### config.mk
export PLATFORM = sky130hd
export DESIGN_NAME = sawlc_ctrl
export DESIGN_NICKNAME = d
export VERILOG_FILES = /design/src/sv/assert_macros.svh /design/src/sv/sawlc_pkg.sv /design/src/sv/sawlc_ctrl.sv
export SDC_FILE = /design/constraint.sdc
export NUM_CORES = 1
export LEC_CHECK = 0
export BUFFER_PORTS_ARGS = -buffer_cell sky130_fd_sc_hd__buf_4
export CORE_MARGIN = 2
export CORE_UTILIZATION = 30
export CTS_CLUSTER_SIZE = 40
export DETAILED_ROUTE_END_ITERATION = 7
export GPL_ROUTABILITY_DRIVEN = 0
export PLACE_DENSITY = 0.65
export SETUP_SLACK_MARGIN = 0.5
export SLEW_MARGIN = 10
export SYNTH_ARGS = -nofsm -noshare
export SYNTH_HDL_FRONTEND = slang
export SYNTH_SLANG_ARGS = --single-unit
### constraint.sdc
create_clock -name clk_i -period 1.36 [get_ports clk_i]
set_input_delay 0.204 -clock clk_i [delete_from_list [all_inputs] [get_ports clk_i]]
set_output_delay 0.204 -clock clk_i [all_outputs]
set_load 0.02 [all_outputs]
### src/sv/assert_macros.svh
// Assertion macros shared by the cache RTL.
// Included by files that carry concurrent checks; no other dependencies.
`ifndef ASSERT_MACROS_SVH
`define ASSERT_MACROS_SVH

`ifndef SYNTHESIS

`define SAWLC_ASSERT(lbl, clk, rstn, prop, msg) \
  lbl: assert property (@(posedge clk) disable iff (!(rstn)) (prop)) else $error(msg);

`define SAWLC_NEVER(lbl, clk, rstn, cond, msg) \
  lbl: assert property (@(posedge clk) disable iff (!(rstn)) !(cond)) else $error(msg);

`else

`define SAWLC_ASSERT(lbl, clk, rstn, prop, msg)

`define SAWLC_NEVER(lbl, clk, rstn, cond, msg)

`endif

`endif

### src/sv/sawlc_pkg.sv
// Types, constants and helpers for the set-associative write-back LRU cache.
// No dependencies; used by sawlc_ctrl, sawlc_dp, the top level and the testbench.
package sawlc_pkg;

  localparam int unsigned WAYS      = 4;
  localparam int unsigned SETS      = 16;
  localparam int unsigned WPB       = 4;
  localparam int unsigned WAY_W     = 2;
  localparam int unsigned SET_W     = 4;
  localparam int unsigned OFF_W     = 2;
  localparam int unsigned TAG_W     = 4;
  localparam int unsigned AGE_W     = 2;
  localparam int unsigned ADDR_W    = 10;
  localparam int unsigned LINE_W    = SET_W + WAY_W + OFF_W;
  localparam int unsigned DATA_W    = 32;
  localparam int unsigned LAT_W     = 14;
  localparam int unsigned CFG_W     = 8;
  localparam int unsigned CNT_W     = 3;
  localparam int unsigned MEM_DEPTH = 1024;
  localparam int unsigned CLR_W     = 11;

  localparam logic [LAT_W-1:0] LAT_MAX = '1;

  typedef enum logic [1:0] {
    REQ_READ   = 2'd0,
    REQ_WRITE  = 2'd1,
    REQ_FLUSH  = 2'd2,
    REQ_UNUSED = 2'd3
  } req_kind_e;

  typedef enum logic {
    CFG_READ_LAT  = 1'b0,
    CFG_WRITE_LAT = 1'b1
  } cfg_reg_e;

  typedef struct packed {
    logic [1:0]        req_type;
    logic [ADDR_W-1:0] word_address;
    logic [DATA_W-1:0] write_data;
  } req_t;

  typedef struct packed {
    logic [1:0]        ack_kind;
    logic              hit;
    logic [SET_W-1:0]  set_number;
    logic [LAT_W-1:0]  latency;
    logic [DATA_W-1:0] read_data;
  } rsp_t;

  typedef struct packed {
    logic             idx;
    logic [CFG_W-1:0] data;
  } cfg_t;

  // One tag-RAM row holds the bookkeeping of every way of a set.
  typedef struct packed {
    logic [WAYS-1:0][TAG_W-1:0] tag;
    logic [WAYS-1:0][AGE_W-1:0] age;
    logic [WAYS-1:0]            dirty;
  } row_t;

  typedef enum logic [3:0] {
    ST_CLEAR,
    ST_IDLE,
    ST_RWAIT,
    ST_LOOKUP,
    ST_WB,
    ST_FILL,
    ST_ACC,
    ST_ACC2,
    ST_FINISH,
    ST_FL_RD,
    ST_FL_LOAD,
    ST_FL_PICK,
    ST_FL_WR,
    ST_DONE
  } ctrl_state_e;

  typedef struct packed {
    logic accept;
    logic lookup;
    logic wb;
    logic fill;
    logic xclr;
    logic acc;
    logic acc2;
    logic finish;
    logic fl_load;
    logic fl_pick;
    logic row_wr;
    logic fl_next;
    logic rsp_load;
    logic clr_step;
  } cmd_t;

  typedef struct packed {
    logic clr_done;
    logic is_flush;
    logic hit_now;
    logic wb_now;
    logic xfer_done;
    logic fl_any;
    logic fl_last;
    logic rsp_free;
  } stat_t;

  // Lowest set bit of a way mask.
  function automatic logic [WAY_W-1:0] first_one(input logic [WAYS-1:0] v);
    logic [WAY_W-1:0] r;
    r = '0;
    for (int w = WAYS - 1; w >= 0; w--) begin
      if (v[w]) r = WAY_W'(w);
    end
    return r;
  endfunction

endpackage

### src/sv/sawlc_ctrl.sv
// Sequencer of the cache: one request at a time through lookup, write-back,
// fill, word access and flush walk. Depends on sawlc_pkg.
module sawlc_ctrl (
  input  logic               clk_i,
  input  logic               rst_ni,
  input  logic               req_valid_i,
  input  logic [1:0]         req_kind_i,
  output logic               req_ready_o,
  input  sawlc_pkg::stat_t   stat_i,
  output sawlc_pkg::cmd_t    cmd_o
);
  import sawlc_pkg::*;

  ctrl_state_e state_q, state_d;

  always_ff @(posedge clk_i or negedge rst_ni) begin
    if (!rst_ni) begin
      state_q <= ST_CLEAR;
    end else begin
      state_q <= state_d;
    end
  end

  always_comb begin
    state_d     = state_q;
    cmd_o       = '0;
    req_ready_o = 1'b0;
    case (state_q)
      ST_CLEAR: begin
        cmd_o.clr_step = 1'b1;
        if (stat_i.clr_done) begin
          cmd_o.clr_step = 1'b0;
          state_d        = ST_IDLE;
        end
      end
      ST_IDLE: begin
        req_ready_o = 1'b1;
        if (req_valid_i) begin
          cmd_o.accept = 1'b1;
          case (req_kind_e'(req_kind_i))
            REQ_READ, REQ_WRITE: state_d = ST_RWAIT;
            REQ_FLUSH:           state_d = ST_FL_RD;
            default:             state_d = ST_DONE;
          endcase
        end
      end
      ST_RWAIT: state_d = ST_LOOKUP;
      ST_LOOKUP: begin
        cmd_o.lookup = 1'b1;
        if (stat_i.hit_now)     state_d = ST_ACC;
        else if (stat_i.wb_now) state_d = ST_WB;
        else                    state_d = ST_FILL;
      end
      ST_WB: begin
        cmd_o.wb = 1'b1;
        if (stat_i.xfer_done) begin
          cmd_o.xclr = 1'b1;
          state_d    = stat_i.is_flush ? ST_FL_PICK : ST_FILL;
        end
      end
      ST_FILL: begin
        cmd_o.fill = 1'b1;
        if (stat_i.xfer_done) begin
          cmd_o.xclr = 1'b1;
          state_d    = ST_FINISH;
        end
      end
      ST_ACC: begin
        cmd_o.acc = 1'b1;
        state_d   = ST_ACC2;
      end
      ST_ACC2: begin
        cmd_o.acc2 = 1'b1;
        state_d    = ST_FINISH;
      end
      ST_FINISH: begin
        cmd_o.finish = 1'b1;
        cmd_o.row_wr = 1'b1;
        state_d      = ST_DONE;
      end
      ST_FL_RD: state_d = ST_FL_LOAD;
      ST_FL_LOAD: begin
        cmd_o.fl_load = 1'b1;
        state_d       = ST_FL_PICK;
      end
      ST_FL_PICK: begin
        if (stat_i.fl_any) begin
          cmd_o.fl_pick = 1'b1;
          state_d       = ST_WB;
        end else begin
          state_d = ST_FL_WR;
        end
      end
      ST_FL_WR: begin
        cmd_o.row_wr = 1'b1;
        if (stat_i.fl_last) begin
          state_d = ST_DONE;
        end else begin
          cmd_o.fl_next = 1'b1;
          state_d       = ST_FL_RD;
        end
      end
      ST_DONE: begin
        if (stat_i.rsp_free) begin
          cmd_o.rsp_load = 1'b1;
          state_d        = ST_IDLE;
        end
      end
      default: state_d = ST_IDLE;
    endcase
  end
endmodule

==> impl_metrics.yaml, run 1 <==
logic_synthesis:
  synth_seq_cells: 4
  yosys.area.top_type: "dfrtp_1"
  yosysSeqAreaShare_pct: 17.5
  syn-instance-count: 75
  synth_edf_count: 0
  synth_commonest_cells: "nor2_1, nor3_1"
  synth_area_leaders: "dfrtp_1, nor2_1, buf_6"
  syn_area_um2: 572
  yosysMostFrequentCell: "nor2_1"
  ys_warn_count: 0
  async_reset_ff_share_pct: 100
  synth_fp_nets: 88
  synth_top_area_share_pct: 17.5
  syn_area_per_cell_um2: 7.62
  yosys.cell_types.count: 38
  synthFlopType: "dfrtp_1"
worst_setup_path:
  criticalPathCategory: "reg -> out"
  rrSetupSlack_ns: -0.20
  critical_path_arrival_ns: 1.39
  critical_path_required_ns: 1.16
  crit_fanout: 5
  crit_start: "state_q[2]$_DFFE_PN0P_"
  critPathLaunchType: "flip-flop"
  r2r_start: "state_q[2]$_DFFE_PN0P_"
  critPathCaptureType: "output port"
drt:
  wl_per_cell_um: 13.8
  antenna_left: 0
  drc: 0
  firstDrtPassIters: 4
  drt_iter0_markers: 13
  via_per_inst: 5.21
  drt_wl_total_um: 2150
  num_vias: 808
power:
  ir_drop_uv: 1140
  comb_power_share_pct: 86.0
  power_frac_clock_pct: 5.4
  pwr-share-seq_pct: 8.6
  power_density_nw_per_um2: 2310
  sw_frac_of_total_pct: 44.4
  switching_power_mw: 1.30
  leakagePower_nw: 0.585
  internal_power_mw: 1.63
sta:
  fmax_mhz: 626
  finalCritPeriodShare_pct: 118
  min_period_ns: 1.60
  relSlewSlack_pct: 77.6
  finalHoldViolCount: 0
  rsz0062_at_grt: "yes"
  setup_viol: 19
  clock_skew_ns: 0.0109
  maxSlewViolCount: 0
  fin_ws_ns: -0.238
  setup_tns_ns: -2.93
  worst_pin_slew_ns: 0.334
clocking:
  htree_levels: 1
  cts-root-buf: "clkbuf_4"
  insertion_delay_ns: 0.24
  cts_inserted_buffers: 3
  clkTransAtPathRegs_ns: 0.05
  cts.path.max_buffers: 2
  cts_tree: "done"
  cts_sinks: 4
placement:
  post-place-ws_ns: -0.0894
  dp_hpwl_um: 1450
  io_buffer_count: 27
  place_inst: 138
hold_path:
  holdCritPathClass: "in -> async"
job:
  drv_cap: 0
global_route:
  grt_max_degree: 12
  grt_pass1_wl_um: 3240
  antenna_found_initial: 0
  grt_overflow: 0
  grt_pass1_vias: 715
  grt_usage_pct: 20.6
layout:
  nets: 145
  final_util_pct: 72.1
  fin_cells: 155
  diodes: 0
  largest_reg_flops: 4
  top_register: "state_q"
  syn_to_final_growth_pct: 123
  reg_top3: "state_q (4)"
  layout-drive-gt1-share_pct: 72.3
run_status:
  status: "finished, violations left"
  violations: "negative setup slack"
floorplanning:
  die_x_um: 47.7
  rows: 15
  coreArea_um2: 1760
  die-area_um2: 2270
  pin_count: 28
  start_util_pct: 32.4
  die_y_um: 47.7
-- power groups by stage --
stage	Combinational (mW)	Sequential (mW)	Clock (mW)
finish	2.52	0.252	0.160
global route	2.68	0.263	0.173
CTS	2.30	0.242	0.156
detailed placement	1.84	0.237	0
global placement	1.83	0.232	0
floorplan	1.28	0.230	0
-- through the flow --
stage	total power [mW]	hold WS, ns	instance area [um^2]
after floorplan	1.51	-0.0916	681
after global placement	2.06	0.00253	988
after detailed placement	2.08	0.00368	988
after CTS	2.70	0.287	1190
after global routing	3.11	0.284	1270
final	2.93	0.279	1270
-- critical path, cell delays in order, from the launching register on --
cell	delay, ns
dfrtp_2	0.44
or2_4	0.29
buf_6	0.12
nor3_2	0.14
buf_4	0.16
-- cells by family after synthesis --
kind of cell,count (synthesis),share of synthesized area [%]
AND/OR/NAND/NOR,40,37.4
AO/OA/AOI/OAI,19,28.4
buffers and inverters,10,13.1
flip-flops,4,17.5
multiplexers,2,3.50
-- path summary, 6_finish.rpt --
check	to	cells after the start
min in group clk_i	state_q[3]$_DFFE_PN0P_	3
worst min-delay path	state_q[2]$_DFFE_PN0P_	2
worst max register to register	state_q[2]$_DFFE_PN0P_	5
worst max-delay path	cmd_o[0]	4
worst min register to register	state_q[0]$_DFFE_PN0P_	2
max in group asynchronous	state_q[3]$_DFFE_PN0P_	2
-- layout by cell type (no fill, tap or decap), types with 2 or more instances in the layout --
master | Yosys | final
nor3_1 | 6 | 3
nand4_1 | 2 | 2
buf_6 | 4 | 22
nor2_4 | 0 | 9
inv_1 | 3 | 2
mux2i_1 | 2 | 2
nor3_2 | 0 | 2
nand2_1 | 4 | 2
a21oi_1 | 4 | 3
dfrtp_2 | 0 | 2
nand2b_4 | 0 | 2
a21o_1 | 2 | 2
dfrtp_1 | 4 | 2
or2_4 | 1 | 2
clkbuf_4 | 2 | 3
o21ai_1 | 2 | 2
buf_4 | 0 | 32
nor2_1 | 13 | 4
buf_12 | 0 | 2
-- cell type report --
cell class | instances | area [um^2]
Multi-Input combinational cell | 61 | 546
Fill cell | 152 | 492
Tap cell | 25 | 31.3
Inverter | 4 | 17.5
Clock buffer | 3 | 22.5
Timing Repair Buffer | 58 | 553
Sequential cell | 4 | 103
-- routing by layer --
| metal | share of wire, % | track usage, % | wire [um] |
|---|---|---|---|
| met1 | 40 | 26.9 | 858 |
| met2 | 52 | 34.1 | 1120 |
| met3 | 5.3 | 2.64 | 113 |
| met4 | 2.5 | 9.19 | 53 |
| met5 | 0 | 0 | 0 |
-- what timing repair did --
item,in CTS,in global routing
setup endpoints to repair,19,19
buffers inserted,9,4
gates resized for setup,26,13
pin swaps,8,9
hold buffers,1,0
hold endpoints to repair,4,0
No activity file was read; power rests on OpenSTA's default activity.
==> inputs of run 2 (changes only) <==
--- a/config.mk
+++ b/config.mk
@@ -11,7 +11,9 @@
 export CTS_CLUSTER_SIZE = 40
 export DETAILED_ROUTE_END_ITERATION = 7
 export GPL_ROUTABILITY_DRIVEN = 0
+export HOLD_SLACK_MARGIN = 0.06
 export PLACE_DENSITY = 0.65
+export REMOVE_ABC_BUFFERS = 1
 export SETUP_SLACK_MARGIN = 0.5
 export SLEW_MARGIN = 10
 export SYNTH_ARGS = -nofsm -noshare
==> constraint.sdc (replaced) <==
create_clock -name clk_i -period 1.35 [get_ports clk_i]
set_input_delay 0.2025 -clock clk_i [delete_from_list [all_inputs] [get_ports clk_i]]
set_output_delay 0.2025 -clock clk_i [all_outputs]
set_load 0.02 [all_outputs]
==> run 2 against run 1 <==
  * The flow still finishes with violations (negative setup slack)
  * Sequential power is 6% higher
  * Via count is 0.74% lower
  * Cell area is 8.8% lower
  * Sequential share of layout area is 0.78 points higher
  * Sequential cell count stayed put
  * Final cell count is 1.9% lower
  * Worst setup slack hardly changed
  * Wire length is 4.0% higher
  * Global-route usage is 1.5 points higher
  * Non-clock buffer count is 3 lower
  * Critical endpoint is now cmd_o[6]
  * Largest power group unchanged
  * Highest routed layer unchanged
==> impl_metrics.yaml, run 2 (synthesis gave the netlist of run 1 again) <==
run_status:
  status: "finished, violations left"
  violations: "negative setup slack"
layout:
  syn_to_final_growth_pct: 103
  diodes: 0
  final_area_um2: 1160
  mostFrequentLayoutCell: "buf_4"
  layout_common_cells: "buf_4, buf_6, nor2_4, nor2_1, a21oi_1"
  reg_top3: "state_q (4)"
  layout-drive-gt1-share_pct: 70.1
  nets: 142
  top_register: "state_q"
  largest_reg_flops: 4
global_route:
  grt_max_degree: 14
  busiest_layer: "met2"
  grt_pass1_wl_um: 3450
  grtUsageMet3_pct: 3.77
  grt_usage_pct: 22.1
  antenna_found_initial: 0
  grt_pass1_vias: 755
  grt_overflow: 0
  use_met1_pct: 27.8
  grt_util_met2_pct: 35.7
power:
  power_density_nw_per_um2: 2340
  ir_drop_uv: 1260
  switching_power_mw: 1.25
  comb_power_share_pct: 84.5
  leakagePower_nw: 0.537
  power_frac_clock_pct: 5.6
  sw_frac_of_total_pct: 46.3
  internal_power_mw: 1.45
  pwr-share-seq_pct: 9.9
  power.total_mw: 2.71
worst_setup_path:
  critPathCaptureType: "output port"
  cpMostUsedCell: "buf_6"
  crit_fanout: 8
  critical_path_arrival_ns: 1.39
  slowest_stage: "dfrtp_2"
  path_cells: "or2_4, buf_6, nor2_4, buf_6"
  criticalPathCategory: "reg -> out"
  critical_path_required_ns: 1.15
  slowest_delay_ns: 0.45
  cp_num_buf_inv: 2
  cp_top_family: "flip-flops"
  critPathLaunchType: "flip-flop"
floorplanning:
  die_y_um: 47.7
  rows: 15
  start_util_pct: 32.4
  coreArea_um2: 1760
  pin_count: 28
  die_x_um: 47.7
  die-area_um2: 2270
drt:
  firstDrtPassIters: 4
  drt_iter0_markers: 23
  wl_per_cell_um: 14.7
  via_per_inst: 5.28
  drt_wl_total_um: 2230
  drc: 0
  num_vias: 802
  antenna_left: 0
sta:
  worst_pin_slew_ns: 0.343
  clock_skew_ns: 0.000130
  maxSlewViolCount: 0
  setup_viol: 19
  setup_tns_ns: -3.31
  fmax_mhz: 630
  min_period_ns: 1.59
  finalCritPeriodShare_pct: 118
  relSlewSlack_pct: 76.9
  finalHoldViolCount: 0
  fin_ws_ns: -0.238
  rsz0062_at_grt: "yes"
clocking:
  cts_tree: "done"
  htree_levels: 1
  clkTransAtPathRegs_ns: 0.04
  cts_sinks: 4
  cts.path.max_buffers: 2
  cts-root-buf: "clkbuf_4"
  insertion_delay_ns: 0.23
  cts_inserted_buffers: 3
placement:
  io_buffer_count: 27
  postPlaceCellArea_um2: 888
  dp_hpwl_um: 1440
hold_path:
  holdCritPathClass: "in -> async"
job:
  drv_cap: 0
-- run 2: metal layers --
| metal | wire length, um | vias up |
|---|---|---|
| met1 | 895 | 375 |
| met2 | 1080 | 40 |
| met4 | 92 | 0 |
| met3 | 164 | 12 |
| met5 | 0 | - |
| li1 | - | 375 |
-- run 2: layout make-up --
class                           count  area, um^2
Clock buffer                        3        22.5
Fill cell                         158         604
Inverter                            4        15.0
Multi-Input combinational cell     61         524
Sequential cell                     4         103
Tap cell                           25        31.3
Timing Repair Buffer               55         464
-- run 2: power groups by stage --
stage	Sequential, mW	Combinational, mW	Clock [mW]
2_1_floorplan	0.339	0.791	0
3_3_place_gp	0.243	1.62	0
3_5_place_dp	0.246	1.63	0
4_1_cts	0.254	2.10	0.161
5_1_grt	0.279	2.43	0.168
6_report	0.268	2.29	0.152
-- run 2: metrics by stage --
| step | std cells | hold WS (ns) | setup slack (ns) | util, % |
|---|---|---|---|---|
| 2_1_floorplan | 69 | -0.0931 | -0.391 | - |
| 3_3_place_gp | 140 | 0.00193 | -0.0861 | 50.4 |
| 3_5_place_dp | 140 | 0.00344 | -0.0996 | 50.4 |
| 4_1_cts | 149 | 0.294 | -0.237 | 62.7 |
| 5_1_grt | 152 | 0.322 | -0.277 | 65.7 |
| 6_report | 152 | 0.301 | -0.238 | 65.7 |
-- run 2: timing repair --
item,in CTS,in global routing
setup endpoints to repair,19,19
cloned,0,0
gates resized for setup,38,8
pin swaps,8,3
hold buffers,1,0
endpoints found under the hold margin,4,0
setup buffers,5,3
-- run 2: worst paths after layout --
kind	startpoint	end	slack, ns	cells after the start
min reg2reg	state_q[3]$_DFFE_PN0P_	state_q[1]$_DFFE_PN0P_	0.80	3
min	rst_ni	state_q[3]$_DFFE_PN0P_	0.30	2
max reg2reg	state_q[3]$_DFFE_PN0P_	state_q[2]$_DFFE_PN0P_	-0.22	5
min in group clk_i	stat_i[0]	state_q[3]$_DFFE_PN0P_	0.30	3
max in group asynchronous	rst_ni	state_q[0]$_DFFE_PN0P_	0.93	2
max	state_q[0]$_DFFE_PN0P_	cmd_o[6]	-0.24	4
